[src/hdl/pra_pkg.sv]
// ----------------------------------------------------------------------------
// pra_pkg
// Shared constants, register indexes and width helpers for the point
// rotation core.
// ----------------------------------------------------------------------------
`default_nettype none

package pra_pkg;

    // default formats: coordinates Q16.16, axis and trig Q2.30
    localparam int PRA_COORD_WIDTH    = 32;
    localparam int PRA_TRIG_FRAC_BITS = 30;

    // intermediate arithmetic wraps at this width
    localparam int PRA_WRAP_WIDTH = 128;

    // configuration register indexes
    localparam int CFG_INDEX_WIDTH = 3;
    localparam logic [CFG_INDEX_WIDTH-1:0] REG_PIVOT_X   = 3'd0;
    localparam logic [CFG_INDEX_WIDTH-1:0] REG_PIVOT_Y   = 3'd1;
    localparam logic [CFG_INDEX_WIDTH-1:0] REG_PIVOT_Z   = 3'd2;
    localparam logic [CFG_INDEX_WIDTH-1:0] REG_AXIS_U    = 3'd3;
    localparam logic [CFG_INDEX_WIDTH-1:0] REG_AXIS_V    = 3'd4;
    localparam logic [CFG_INDEX_WIDTH-1:0] REG_AXIS_W    = 3'd5;
    localparam logic [CFG_INDEX_WIDTH-1:0] REG_COS_ANGLE = 3'd6;
    localparam logic [CFG_INDEX_WIDTH-1:0] REG_SIN_ANGLE = 3'd7;

    // clamp an intermediate width to the wrap width
    function automatic int wrap_width(input int w);
        return (w > PRA_WRAP_WIDTH) ? PRA_WRAP_WIDTH : w;
    endfunction

    // write data width covers both register formats
    function automatic int cfg_data_width(input int coord_w, input int frac_bits);
        return (coord_w > frac_bits + 2) ? coord_w : frac_bits + 2;
    endfunction

endpackage

`default_nettype wire

[src/hdl/pra_mul.sv]
// ----------------------------------------------------------------------------
// pra_mul
// Two-stage signed multiplier: operand b is split into a low unsigned half
// and a high signed half, partial products are registered, then summed.
// ----------------------------------------------------------------------------
`default_nettype none

module pra_mul
    import pra_pkg::*;
#(
    parameter int WA = PRA_TRIG_FRAC_BITS + 2,
    parameter int WB = PRA_COORD_WIDTH + 1
) (
    input  wire logic                    clk,
    input  wire logic                    en,
    input  wire logic signed [WA-1:0]    a,
    input  wire logic signed [WB-1:0]    b,
    output logic signed [WA+WB-1:0]      p
);

    localparam int LB = WB / 2;
    localparam int HB = WB - LB;

    logic signed [WA+LB:0]    plo_next;
    logic signed [WA+LB:0]    plo_reg;
    logic signed [WA+HB-1:0]  phi_next;
    logic signed [WA+HB-1:0]  phi_reg;
    logic signed [WA+WB-1:0]  p_next;
    logic signed [WA+WB-1:0]  p_reg;
    logic signed [LB:0]       b_lo;
    logic signed [HB-1:0]     b_hi;

    // split operand
    assign b_lo = $signed({1'b0, b[LB-1:0]});
    assign b_hi = $signed(b[WB-1:LB]);

    // partial products
    assign plo_next = a * b_lo;
    assign phi_next = a * b_hi;

    // recombine
    assign p_next = ((WA+WB)'(phi_reg) <<< LB) + (WA+WB)'(plo_reg);

    always_ff @(posedge clk)
    begin
        if (en)
        begin
            plo_reg <= plo_next;
            phi_reg <= phi_next;
            p_reg   <= p_next;
        end
    end

    assign p = p_reg;

endmodule

`default_nettype wire

[config.mk]
export PLATFORM = sky130hd
export DESIGN_NAME = pra_mul
export DESIGN_NICKNAME = d
export VERILOG_FILES = /design/src/hdl/pra_pkg.sv /design/src/hdl/pra_mul.sv
export SDC_FILE = /design/constraint.sdc
export NUM_CORES = 2
export LEC_CHECK = 0
export ABC_AREA = 1
export BUFFER_PORTS_ARGS = -buffer_cell sky130_fd_sc_hd__buf_2
export CAP_MARGIN = 10
export CORE_MARGIN = 5
export CORE_UTILIZATION = 38
export CTS_CLUSTER_SIZE = 20
export DETAILED_ROUTE_END_ITERATION = 7
export PLACE_DENSITY_LB_ADDON = 0.15
export SYNTH_ARGS = -nofsm -noshare
export SYNTH_HDL_FRONTEND = slang
export SYNTH_SLANG_ARGS = --single-unit
[constraint.sdc]
create_clock -name clk -period 6.7 [get_ports clk]
set_input_delay 0.335 -clock clk [delete_from_list [all_inputs] [get_ports clk]]
set_output_delay 0.335 -clock clk [all_outputs]
set_load 0.05 [all_outputs]
==> flow_metrics.tcl <==
set metrics [dict create \
    rsz0062_at_grt "no" \
    status "complete, no violations" \
    grt_start_max_net_pins 76 \
    tns_ns 0 \
    ioPinCount 132 \
    chipWidth_um 373 \
    grt_pass1_wl_um 241000 \
    largest_reg_flops 65 \
    core_area_um2 131000 \
    viasPerCell 4.63 \
    worstPathBufferInverterCount 6 \
    n_fill_cell 13884 \
    clk_path_buf_depth 2 \
    worstReg2RegEnd "p[50]$_DFFE_PP_" \
    wl_per_cell_um 17.4 \
    synth_edf_count 163 \
    finalCritPeriodShare_pct 90.6 \
    layout_min_cycle_time_ns 6.07 \
    syn_nets 8157 \
    ant_nets 0 \
    root_buffer "clkbuf_16" \
    cts.clk_slew.worst_paths_ns 0.07 \
    yosysSeqAreaShare_pct 9.80 \
    finalMaxSlewViolations 0 \
    final_cell_mix "nand2_1, inv_1, fa_1" \
    dieArea_um2 139000 \
    syn_area_per_cell_um2 7.35 \
    synthesis.instances 6799 \
    maxSlewHeadroom_pct 32.2 \
    gp_congestion 0.947 \
    cts_tree "built" \
    cts_setup_buffers 0 \
    gr-total-overflow 0 \
    ys_seq_elements 163 \
    min_path_type "input port to flop" \
    critical_path.max_fanout 25 \
    routed_wl_um 150000 \
    first_global_vias 42254 \
    synth_cell_types 28 \
    r2r_cells 8 \
    setup-violations-final 0 \
    worstSetupStartpoint "a[30]" \
    hold-path-cell-count 1 \
    drv_cap 0 \
    hpwlAfterDp_um 129000 \
    worstReg2RegStart "plo_reg[48]$_DFFE_PP_" \
    drtIter0Drc 2736 \
    synth_area_um2 49900 \
    fin_nets 8203 \
    startpoint_type "input port" \
    initial_core_util_pct 38.1 \
    hp-start "en" \
    worstPathArrival_ns 6.30 \
    portBuffers 131 \
    max_freq_mhz 165 \
    post_cts_resized 0 \
    synth_warnings 0 \
    clock_skew_ns 0.0183 \
    antenna_found_initial 6 \
    end_kind "flop" \
    drcViolationCount 0 \
    num_rows 133 \
    cp_cell_sequence "buf_2, nand2_1, fa_1, inv_1, fa_1, inv_1, fa_1, inv_1, fa_1, fa_1, inv_1, fa_1, inv_1, ha_1, nand2_1, nor2_1, nand2_1, nor3_1, nand3_1, nand4_1, nand2_1" \
    crit_top_cell "fa_1" \
    critical_path_class "input port to flop" \
    hold_viol_final 0 \
    ctsHoldBuffers 0 \
    numCtsBuffers 17 \
    layout-area-overhead-vs-synth_pct 7.90 \
    grt_usage_pct 22.4 \
    clk_latency_ns 0.49 \
    cts_sinks 163 \
    critPathSlowestCell "fa_1" \
    slowest_delay_ns 0.57 \
    worst_pin_slew_ns 1.02 \
    die-height_um 373 \
    crit_required_ns 6.93 \
    endpoint "phi_reg[48]$_DFFE_PP_" \
    htree_levels 4 \
    async_reset_ff_share_pct 0 \
    vias 39900 \
    first_pass_iters 6 \
    synth-main-ff-cell "edfxtp_1" \
    drive_gt1_share_pct 5.64 \
    rrSetupSlack_ns 3.69 \
    critical_path.top_delay_family "adder cells" \
    final_common_cell "nand2_1" \
    crit_cells 21 \
]
==> worst reg2reg max path, stage by stage, from the launching register on <==
cell and delay [ns]:
edfxtp_1 0.79, ha_1 0.73, nand2_1 0.14, nor2_1 0.27
nand2_1 0.12, nor3_1 0.31, nand3b_1 0.16, nand4_1 0.11
nand2_1 0.11
==> cell usage after synthesis, types with 8 or more instances <==
master    instances  area, um^2
a21oi_1          79         395
clkbuf_1        226         848
edfxtp_1        163        4890
fa_1           1011       20200
ha_1            280        3500
inv_1          2144        8050
inv_2            13        48.8
nand2_1        2253        8460
nand2_2          25         156
nand3_1         157         786
nand3_2           8        80.1
nand4_1          40         250
nor2_1          205         769
nor2_2           40         250
nor3_1           25         125
o21bai_1          8        60.1
xnor2_1           9        78.8
xor2_1           77         674
==> worst min-delay path by stage <==
stage                                 to  slack [ns]
CTS                 plo_reg[0]$_DFFE_PP_        0.38
finish                    p[7]$_DFFE_PP_        0.40
floorplan                 p[0]$_DFFE_PP_        0.40
global route              p[3]$_DFFE_PP_        0.43
detailed placement        p[4]$_DFFE_PP_        0.40
global placement         p[13]$_DFFE_PP_        0.40
==> stage by stage <==
step | hold WS [ns] | instance area (um^2) | setup slack, ns | std cells | utilization, %
floorplan | 0.400 | 49900 | 1.00 | 6799 | -
global placement | 0.403 | 53300 | 0.0841 | 8581 | 40.7
detailed placement | 0.405 | 53300 | 0.149 | 8581 | 40.7
CTS | 0.381 | 53900 | 0.641 | 8612 | 41.1
global route | 0.430 | 53900 | 0.374 | 8613 | 41.1
finish | 0.399 | 53900 | 0.630 | 8613 | 41.1
==> cell families after synthesis <==
logic type | Yosys count | synth area share (%)
xor+xnor | 86 | 1.51
fa+ha+maj | 1291 | 47.5
compound gates | 96 | 1.04
buf+inv | 2384 | 17.9
flops | 163 | 9.80
simple gates | 2779 | 22.2
==> cell type report <==
class                   instances  area, um^2  share of cell area, %
diodes                          1        2.50                0.00464
well taps                    1755        2200                   4.07
flip-flops and latches        163        4890                   9.08
clock buffers                  17         425                  0.789
inverters                    2157        8100                   15.0
repair buffers                254        2020                   3.75
multi-input cells            4252       36100                   67.0
clock inverters                14         153                  0.283
==> metal layers <==
metal | track usage, % | share of wire (%) | up-vias
li1 | - | - | 19025
met1 | 32.4 | 48 | 19769
met2 | 36.6 | 45 | 950
met3 | 1.89 | 4.7 | 150
met4 | 5.67 | 2.5 | 6
met5 | 0 | 0.019 | -
Power is not shown: default switching activity piles up to over one toggle a cycle in this logic, so the estimate is an artifact.
