## config.mk

```make
export PLATFORM = sky130hd
export DESIGN_NAME = pra_cfg_flat
export DESIGN_NICKNAME = d
export VERILOG_FILES = /design/src/hdl/pra_pkg.sv /design/src/hdl/pra_if.sv /design/src/hdl/pra_cfg.sv /design/src/flat_wrapper.sv
export SDC_FILE = /design/constraint.sdc
export NUM_CORES = 1
export LEC_CHECK = 0
export BUFFER_PORTS_ARGS = -buffer_cell sky130_fd_sc_hd__buf_2
export CORE_UTILIZATION = 51
export CTS_CLUSTER_DIAMETER = 60
export DETAILED_ROUTE_END_ITERATION = 10
export GPL_ROUTABILITY_DRIVEN = 0
export PLACE_DENSITY_LB_ADDON = 0.08
export SLEW_MARGIN = 40
export SYNTH_ARGS = -nofsm -noshare
export SYNTH_HDL_FRONTEND = slang
export SYNTH_SLANG_ARGS = --single-unit
```

## constraint.sdc

```tcl
create_clock -name clk -period 0.8 [get_ports clk]
set_input_delay 0.04 -clock clk [delete_from_list [all_inputs] [get_ports clk]]
set_output_delay 0.04 -clock clk [all_outputs]
set_load 0.01 [all_outputs]
```

## src/hdl/pra_pkg.sv

```systemverilog
// ----------------------------------------------------------------------------
// pra_pkg
// Shared constants, register indexes and width helpers for the point
// rotation core.
// ----------------------------------------------------------------------------
`default_nettype none

package pra_pkg;

    // default formats: coordinates Q16.16, axis and trig Q2.30
    localparam int PRA_COORD_WIDTH    = 32;
    localparam int PRA_TRIG_FRAC_BITS = 30;

    // intermediate arithmetic wraps at this width
    localparam int PRA_WRAP_WIDTH = 128;

    // configuration register indexes
    localparam int CFG_INDEX_WIDTH = 3;
    localparam logic [CFG_INDEX_WIDTH-1:0] REG_PIVOT_X   = 3'd0;
    localparam logic [CFG_INDEX_WIDTH-1:0] REG_PIVOT_Y   = 3'd1;
    localparam logic [CFG_INDEX_WIDTH-1:0] REG_PIVOT_Z   = 3'd2;
    localparam logic [CFG_INDEX_WIDTH-1:0] REG_AXIS_U    = 3'd3;
    localparam logic [CFG_INDEX_WIDTH-1:0] REG_AXIS_V    = 3'd4;
    localparam logic [CFG_INDEX_WIDTH-1:0] REG_AXIS_W    = 3'd5;
    localparam logic [CFG_INDEX_WIDTH-1:0] REG_COS_ANGLE = 3'd6;
    localparam logic [CFG_INDEX_WIDTH-1:0] REG_SIN_ANGLE = 3'd7;

    // clamp an intermediate width to the wrap width
    function automatic int wrap_width(input int w);
        return (w > PRA_WRAP_WIDTH) ? PRA_WRAP_WIDTH : w;
    endfunction

    // write data width covers both register formats
    function automatic int cfg_data_width(input int coord_w, input int frac_bits);
        return (coord_w > frac_bits + 2) ? coord_w : frac_bits + 2;
    endfunction

endpackage

`default_nettype wire

```

## src/hdl/pra_if.sv

```systemverilog
// ----------------------------------------------------------------------------
// pra_if
// Handshake channels of the point rotation core: input points, rotated
// results and configuration writes.
// ----------------------------------------------------------------------------
`default_nettype none


// configuration write channel
interface pra_cfg_if
    import pra_pkg::*;
#(
    parameter int DATA_WIDTH = PRA_COORD_WIDTH
) ();
    logic                       valid;
    logic                       ready;
    logic [CFG_INDEX_WIDTH-1:0] index;
    logic [DATA_WIDTH-1:0]      data;

    modport source (output valid, index, data, input ready);
    modport sink   (input valid, index, data, output ready);
endinterface

`default_nettype wire

```

## src/hdl/pra_cfg.sv

```systemverilog
// ----------------------------------------------------------------------------
// pra_cfg
// Configuration register file: pivot point, rotation axis, cosine and sine.
// ----------------------------------------------------------------------------
`default_nettype none

module pra_cfg
    import pra_pkg::*;
#(
    parameter int COORD_WIDTH    = PRA_COORD_WIDTH,
    parameter int TRIG_FRAC_BITS = PRA_TRIG_FRAC_BITS
) (
    input  wire logic                             clk,
    input  wire logic                             rst_n,
    pra_cfg_if.sink                               cfg,
    output logic signed [COORD_WIDTH-1:0]         pivot_x,
    output logic signed [COORD_WIDTH-1:0]         pivot_y,
    output logic signed [COORD_WIDTH-1:0]         pivot_z,
    output logic signed [TRIG_FRAC_BITS+1:0]      axis_u,
    output logic signed [TRIG_FRAC_BITS+1:0]      axis_v,
    output logic signed [TRIG_FRAC_BITS+1:0]      axis_w,
    output logic signed [TRIG_FRAC_BITS+1:0]      cos_angle,
    output logic signed [TRIG_FRAC_BITS+1:0]      sin_angle
);

    localparam int TW = TRIG_FRAC_BITS + 2;
    localparam logic signed [TW-1:0] TRIG_ONE = TW'(1) <<< TRIG_FRAC_BITS;

    logic signed [COORD_WIDTH-1:0] pivot_x_reg;
    logic signed [COORD_WIDTH-1:0] pivot_y_reg;
    logic signed [COORD_WIDTH-1:0] pivot_z_reg;
    logic signed [TW-1:0]          axis_u_reg;
    logic signed [TW-1:0]          axis_v_reg;
    logic signed [TW-1:0]          axis_w_reg;
    logic signed [TW-1:0]          cos_reg;
    logic signed [TW-1:0]          sin_reg;
    logic signed [COORD_WIDTH-1:0] coord_data;
    logic signed [TW-1:0]          trig_data;

    // writes are never held off
    assign cfg.ready = 1'b1;

    assign coord_data = $signed(cfg.data[COORD_WIDTH-1:0]);
    assign trig_data  = $signed(cfg.data[TW-1:0]);

    // register decode
    always_ff @(posedge clk or negedge rst_n)
    begin
        if (!rst_n)
        begin
            pivot_x_reg <= '0;
            pivot_y_reg <= '0;
            pivot_z_reg <= '0;
            axis_u_reg  <= '0;
            axis_v_reg  <= '0;
            axis_w_reg  <= TRIG_ONE;
            cos_reg     <= TRIG_ONE;
            sin_reg     <= '0;
        end
        else if (cfg.valid)
        begin
            unique case (cfg.index)
                REG_PIVOT_X:   pivot_x_reg <= coord_data;
                REG_PIVOT_Y:   pivot_y_reg <= coord_data;
                REG_PIVOT_Z:   pivot_z_reg <= coord_data;
                REG_AXIS_U:    axis_u_reg  <= trig_data;
                REG_AXIS_V:    axis_v_reg  <= trig_data;
                REG_AXIS_W:    axis_w_reg  <= trig_data;
                REG_COS_ANGLE: cos_reg     <= trig_data;
                REG_SIN_ANGLE: sin_reg     <= trig_data;
                default:       ;
            endcase
        end
    end

    assign pivot_x   = pivot_x_reg;
    assign pivot_y   = pivot_y_reg;
    assign pivot_z   = pivot_z_reg;
    assign axis_u    = axis_u_reg;
    assign axis_v    = axis_v_reg;
    assign axis_w    = axis_w_reg;
    assign cos_angle = cos_reg;
    assign sin_angle = sin_reg;

endmodule

`default_nettype wire

```

## src/flat_wrapper.sv

```systemverilog
// flat-port wrapper written by rule: the top's interface ports become plain ports
module pra_cfg_flat import pra_pkg::*;
#(
    parameter int COORD_WIDTH    = PRA_COORD_WIDTH,
    parameter int TRIG_FRAC_BITS = PRA_TRIG_FRAC_BITS
)
  (clk, rst_n, pivot_x, pivot_y, pivot_z, axis_u, axis_v, axis_w, cos_angle, sin_angle, cfg_valid, cfg_index, cfg_data, cfg_ready);
  pra_cfg_if cfg_i ();
  input  wire logic clk;
  input  wire logic rst_n;
  output logic signed [COORD_WIDTH-1:0] pivot_x;
  output logic signed [COORD_WIDTH-1:0] pivot_y;
  output logic signed [COORD_WIDTH-1:0] pivot_z;
  output logic signed [TRIG_FRAC_BITS+1:0] axis_u;
  output logic signed [TRIG_FRAC_BITS+1:0] axis_v;
  output logic signed [TRIG_FRAC_BITS+1:0] axis_w;
  output logic signed [TRIG_FRAC_BITS+1:0] cos_angle;
  output logic signed [TRIG_FRAC_BITS+1:0] sin_angle;
  input wire logic [$bits(cfg_i.valid)-1:0] cfg_valid;
  input wire logic [$bits(cfg_i.index)-1:0] cfg_index;
  input wire logic [$bits(cfg_i.data)-1:0] cfg_data;
  output wire logic [$bits(cfg_i.ready)-1:0] cfg_ready;
  assign cfg_i.valid = cfg_valid;
  assign cfg_i.index = cfg_index;
  assign cfg_i.data = cfg_data;
  assign cfg_ready = cfg_i.ready;
  pra_cfg #(.COORD_WIDTH(COORD_WIDTH), .TRIG_FRAC_BITS(TRIG_FRAC_BITS)) u_core (.clk(clk), .rst_n(rst_n), .cfg(cfg_i), .pivot_x(pivot_x), .pivot_y(pivot_y), .pivot_z(pivot_z), .axis_u(axis_u), .axis_v(axis_v), .axis_w(axis_w), .cos_angle(cos_angle), .sin_angle(sin_angle));
endmodule
```

==> impl_metrics.csv, run 1 <==
group,metric,value,unit
layout,utilization,0.826,
drt,drt.antenna.violating_nets,0,
sta,report.final.slew_viol_count,0,
worst_setup_path,worstSetupStartpointType,"flip-flop",
sta,period_share,1.49,
global_route,grt_pass1_vias,7210,
logic_synthesis,synth-seq-cells,256,
logic_synthesis,synth_fp_nets,591,
logic_synthesis,netlist_area,9630,µm²
drt,drc,0,
placement,numPlacedInstances,1071,
worst_setup_path,crit_fanout,2,
die,die-width,139,µm
worst_setup_path,path_class,"flip-flop to primary output",
die,top_level_ports,295,
global_route,grt_max_degree,36,
drt,vias,6634,
pwr,leakage,7.40,nW
sta,setup_viol,352,
logic_synthesis,yosysWarnings,0,
sta,finalClockSkew,0,ns
die,core,18200,µm²
clock_network,htree_levels,1,
die,design.die.area,19400,µm²
worst_setup_path,worst_ep_arrival_time,1.15,ns
clock_network,cts_tree,"yes",
outcome,violations,"negative hold slack, negative setup slack",
global_route,grt_pass1_wl,42200,µm
worst_setup_path,critPathCaptureType,"primary output",
outcome,outcome,"finished, violations left",
sta,timing.fmax,837,MHz
logic_synthesis,syn_area_per_cell,17.4,µm²
logic_synthesis,synth_area_leaders,"dfrtp_1 66%, mux2_2 28%, buf_6 1.5%",
layout,final_cell_mix,"254 x dfrtp_1, 199 x buf_2, 164 x buf_6, 141 x mux2_2, 113 x mux2_4",
drt,routed_wirelength,29000,µm
logic_synthesis,synth-seq-area-share,0.665,
drt,drt_iter0_markers,205,
worst_setup_path,critPathTopFamily,"flip-flops",
drt,vias_per_cell,5.29,
die,fp.dieH,139,µm
global_route,grt_antenna_before_repair,0,
clock_network,cts_buffers,27,
layout,area_growth,56.2,%
global_route,grt_overflow,0,
layout,diodes,0,
layout,layout-drive-gt1-share,0.710,
die,initial_core_util,0.529,
drt,post_drt_wl_per_cell,23.1,µm
sta,rsz0062_at_grt,"true",
worst_setup_path,worst_path_largest_cell_delay,0.54,ns
logic_synthesis,yosys.area.top_type_share,0.660,
sta,final.setup.worst_slack,-0.395,ns
logic_synthesis,yosys.area.top_type,"dfrtp_1",
sta,hold_viol_final,3,
worst_setup_path,crit_chain,"buf_6",
die,rows,49,
drt,drt_first_pass_iters,4,
layout,fin_cells,1255,
sta,finalHoldWorstSlack,-0.00414,ns
logic_synthesis,yosysUniqueCellTypes,12,
layout,layout_commonest_cell,"dfrtp_1",
worst_setup_path,path_buf_inv,1,
placement,numPortBuffers,293,
pwr,power_density,2900,nW/µm²
placement,dp_hpwl,16700,µm
hold_path,worstHoldPathType,"primary input to asynchronous set/reset pin",
layout,final_net_count,1044,
sta,min_period,1.19,ns
clock_network,clkLatencyLatePin,0.52,ns
worst_setup_path,required,0.76,ns
logic_synthesis,netlist_instances,553,
clock_network,cts-root-buf,"clkbuf_16",
pwr,ir_worst_vdd,2.32,mV
pwr,power.total,43.6,mW
global_route,grt_usage,0.285,
clock_network,cts_sinks,256,
clock_network,path_clk_slew,0.06,ns
clock_network,clock_path_buffers,3,
job,max_cap_violations,0,
worst_setup_path,slowest_stage,"dfstp_2",
[power breakdown]
part / internal [mW] / switching [mW]
sequential: 15.8 / 1.97
clock: 7.96 / 5.08
combinational: 7.84 / 4.93
total: 31.6 / 12.0
[per-layer routing]
| layer | global-route usage | vias up | share of wire |
|---|---|---|---|
| met4 | 0.0749 | 0 | 0.024 |
| met3 | 0.0919 | 51 | 0.073 |
| met1 | 0.357 | 3474 | 0.41 |
| met5 | 0 | - | 0 |
| met2 | 0.478 | 242 | 0.49 |
| li1 | - | 2867 | - |
[stage by stage]
step	setup WS, ns	cell area (µm²)	setup TNS [ns]
finish	-0.395	15000	-81.91
global route	-0.425	15000	-90.77
CTS	-0.408	14500	-82.46
detailed placement	-0.680	11900	-131.79
global placement	-0.636	11900	-126.00
floorplan	-0.408	10000	-77.69
[cells in the mapped netlist]
master,n
nand4b_1,3
buf_2,16
nor4bb_1,3
mux2_1,13
nand4_1,1
nor4b_4,1
buf_6,13
dfstp_2,2
dfrtp_1,254
mux2_2,243
buf_4,3
conb_1,1
[cell families after synthesis]
family,after synthesis,share of synthesized area
AND/OR/NAND/NOR,8,0.00897
buffers and inverters,32,0.0259
flip-flops,256,0.665
other,1,0.000389
multiplexers,256,0.299
[worst paths after layout]
kind                                      start                   end  slack [ns]  depth (start not counted)
hold / removal                            rst_n      u_core.axis_u[5]      -0.004                          2
min in group clk                   cfg_index[1]    u_core.pivot_x[23]        0.13                          4
max in group asynchronous                 rst_n  u_core.cos_angle[19]        0.28                          3
setup / recovery           u_core.cos_angle[30]         cos_angle[30]       -0.39                          1
setup reg to reg               u_core.axis_v[1]      u_core.axis_v[1]       -0.13                          2
hold reg to reg               u_core.axis_u[27]     u_core.axis_u[27]        0.50                          1
[repair_timing]
action	CTS	global route
gates cloned	4	4
setup endpoints to repair	364	389
hold endpoints to repair	512	0
pin swaps	3	3
resized for setup	130	101
buffers inserted	79	45
hold buffers	33	0
[cell type report]
type                            instances  area [µm²]
Multi-Input combinational cell        265        3440
Clock buffer                           36         759
Clock inverter                         13         179
Sequential cell                       256        6410
Fill cell                             927        3170
Timing Repair Buffer                  456        3970
Tap cell                              229         287
Note: power is estimated with default switching activity, not from simulation.
==> run 2: changes to the inputs <==
--- a/config.mk
+++ b/config.mk
@@ -6,11 +6,13 @@
 export NUM_CORES = 1
 export LEC_CHECK = 0
 export BUFFER_PORTS_ARGS = -buffer_cell sky130_fd_sc_hd__buf_2
-export CORE_UTILIZATION = 51
+export CORE_UTILIZATION = 46
 export CTS_CLUSTER_DIAMETER = 60
 export DETAILED_ROUTE_END_ITERATION = 10
 export GPL_ROUTABILITY_DRIVEN = 0
+export GPL_TIMING_DRIVEN = 0
 export PLACE_DENSITY_LB_ADDON = 0.08
+export REMOVE_ABC_BUFFERS = 1
 export SLEW_MARGIN = 40
 export SYNTH_ARGS = -nofsm -noshare
 export SYNTH_HDL_FRONTEND = slang
==> constraint.sdc (replaced) <==
create_clock -name clk -period 1 [get_ports clk]
set_input_delay 0.05 -clock clk [delete_from_list [all_inputs] [get_ports clk]]
set_output_delay 0.05 -clock clk [all_outputs]
set_load 0.01 [all_outputs]
==> run 2 against run 1 <==
Against the previous run: the flow still finishes with violations (negative hold slack, negative setup slack); combinational power shrank 31%; worst hold slack lost 0.59 ns; final area shrank 6.2%; register-to-register slack gained 0.12 ns; critical path depth is the same; final cell count grew 1.4%; highest routed layer unchanged.
==> impl_metrics.csv, run 2 (synthesis results as in run 1) <==
group,metric,value,unit
global_route,grt_use_met1,0.280,
pwr,clkPwrFrac,0.305,
clock_network,clock_path_buffers,3,
die,rows,52,
drt,vias,6357,
global_route,grt_pass1_vias,6823,
pwr,intPower,23.9,mW
sta,rsz0062_at_grt,"true",
worst_setup_path,slowest_stage,"dfstp_2",
layout,layout_commonest_cell,"dfrtp_1",
clock_network,cts-root-buf,"clkbuf_16",
worst_setup_path,path_class,"flip-flop to primary output",
sta,finalHoldWorstSlack,-0.596,ns
global_route,grt-busiest-layer,"met2",
sta,report.final.slew_viol_count,0,
drt,drt.antenna.violating_nets,0,
clock_network,cts_hold_buf,32,
placement,post-place-ws,-1.02,ns
layout,utilization,0.693,
drt,vias_per_cell,4.99,
die,top_level_ports,295,
worst_setup_path,critPathCaptureType,"primary output",
worst_setup_path,worstSetupStartpointType,"flip-flop",
outcome,outcome,"finished, violations left",
pwr,p_seq_frac,0.427,
global_route,grt_antenna_before_repair,0,
drt,drc,0,
clock_network,path_clk_slew,0.06,ns
pwr,power.total,32.8,mW
placement,numPortBuffers,293,
global_route,grt_overflow,0,
pwr,switchingPower,8.88,mW
worst_setup_path,crit_fanout,2,
sta,setup_viol,263,
layout,fill_cells,1406,
layout,final_cell_mix,"254 x dfrtp_1, 240 x mux2_2, 181 x buf_2, 125 x buf_6, 88 x buf_4",
sta,final.setup.worst_slack,-0.207,ns
pwr,power_density,2320,nW/µm²
sta,timing.fmax,828,MHz
clock_network,htree_levels,1,
clock_network,clkLatencyLatePin,0.51,ns
die,core,20400,µm²
clock_network,cts_buffers,27,
die,fp.dieH,147,µm
drt,routed_wirelength,25300,µm
drt,drt_iter0_markers,161,
pwr,leakage,6.78,nW
worst_setup_path,crit_chain,"buf_6",
pwr,switching_share,0.271,
layout,area_growth,46.6,%
placement,dp_hpwl,17800,µm
sta,finalClockSkew,0,ns
worst_setup_path,worst_ep_arrival_time,1.16,ns
placement,dpl_cell_area,11700,µm²
global_route,globalRouteMet3Util,0.0696,
drt,drt_first_pass_iters,4,
layout,diodes,0,
worst_setup_path,worst_path_largest_cell_delay,0.54,ns
outcome,violations,"negative hold slack, negative setup slack",
global_route,grt_pass1_wl,38900,µm
clock_network,cts_sinks,256,
pwr,ir_worst_vdd,1.49,mV
hold_path,worstHoldPathType,"primary input to asynchronous set/reset pin",
sta,hold_viol_final,194,
layout,layout-drive-gt1-share,0.691,
global_route,grt_max_degree,82,
global_route,gr-usage-met2,0.408,
pwr,pwr-share-comb,0.268,
die,die-width,147,µm
job,max_cap_violations,0,
layout,final_net_count,1021,
global_route,grt_usage,0.234,
worst_setup_path,required,0.95,ns
die,initial_core_util,0.473,
sta,period_share,1.21,
clock_network,cts_tree,"yes",
sta,min_period,1.21,ns
worst_setup_path,critPathTopFamily,"flip-flops",
layout,fin_area,14100,µm²
worst_setup_path,path_buf_inv,1,
drt,post_drt_wl_per_cell,19.9,µm
die,design.die.area,21500,µm²
==> run 2: cell types whose count changed in the layout (fill, tap and decap cells not counted), sizes merged <==
cell / change
buf: -19
bufinv: -1
clkbuf: -1
clkinv: -1
clkinvlp: -1
dlygate4sd3: -1
inv: +1
==> run 2: area by class of cell <==
type | instances | area (µm²) | share of cell area
flip-flops and latches | 256 | 6410 | 0.454
repair buffers | 433 | 3440 | 0.244
multi-input cells | 265 | 3030 | 0.215
clock buffers | 38 | 767 | 0.0543
well taps | 270 | 338 | 0.0239
clock inverters | 11 | 134 | 0.00948
==> run 2: per-stage QoR <==
stage | setup TNS [ns] | instances
2_1_floorplan | -387.86 | 521
3_3_place_gp | -2083.91 | 1084
3_5_place_dp | -143.56 | 1127
4_1_cts | -25.19 | 1254
5_1_grt | -30.65 | 1273
6_report | -20.02 | 1273
==> run 2: worst reg2reg max path, delay by kind of cell, from the launching register on <==
| family | cells | cell delay (ns) |
|---|---|---|
| flip-flops | 1 | 0.40 |
| buffers and inverters | 2 | 0.25 |
| multiplexers | 1 | 0.25 |
==> run 2: worst paths after layout <==
check | from | end | slack [ns] | depth (start not counted)
max | u_core.axis_w[30] | axis_w[30] | -0.21 | 1
min | rst_n | u_core.sin_angle[20] | -0.60 | 1
max reg2reg | u_core.axis_v[16] | u_core.axis_v[16] | -0.01 | 3
min reg2reg | u_core.pivot_y[19] | u_core.pivot_y[19] | 0.48 | 1
max in group asynchronous | rst_n | u_core.pivot_z[11] | 0.58 | 3
min in group clk | cfg_valid | u_core.axis_w[23] | 0.10 | 3
==> run 2: timing repair <==
action | CTS | global route
pin swaps | 4 | 2
resized for setup | 113 | 41
endpoints found under the hold margin | 450 | 194
buffers inserted | 50 | 23
endpoints found under the setup margin | 392 | 292
==> run 2: routing by layer <==
layer,vias up,share of wire
li1,2819,-
met1,3279,0.39
met2,221,0.51
met3,38,0.076
met4,0,0.022
met5,-,0
==> run 2: power groups by stage <==
stage / Combinational (mW) / Sequential (mW) / Clock [mW]
6_report: 8.79 / 14.0 / 10.0
4_1_cts: 8.30 / 13.9 / 10.2
3_5_place_dp: 6.85 / 13.9 / 0
5_1_grt: 9.33 / 14.3 / 10.7
2_1_floorplan: 2.11 / 15.0 / 0
3_3_place_gp: 6.62 / 13.8 / 0
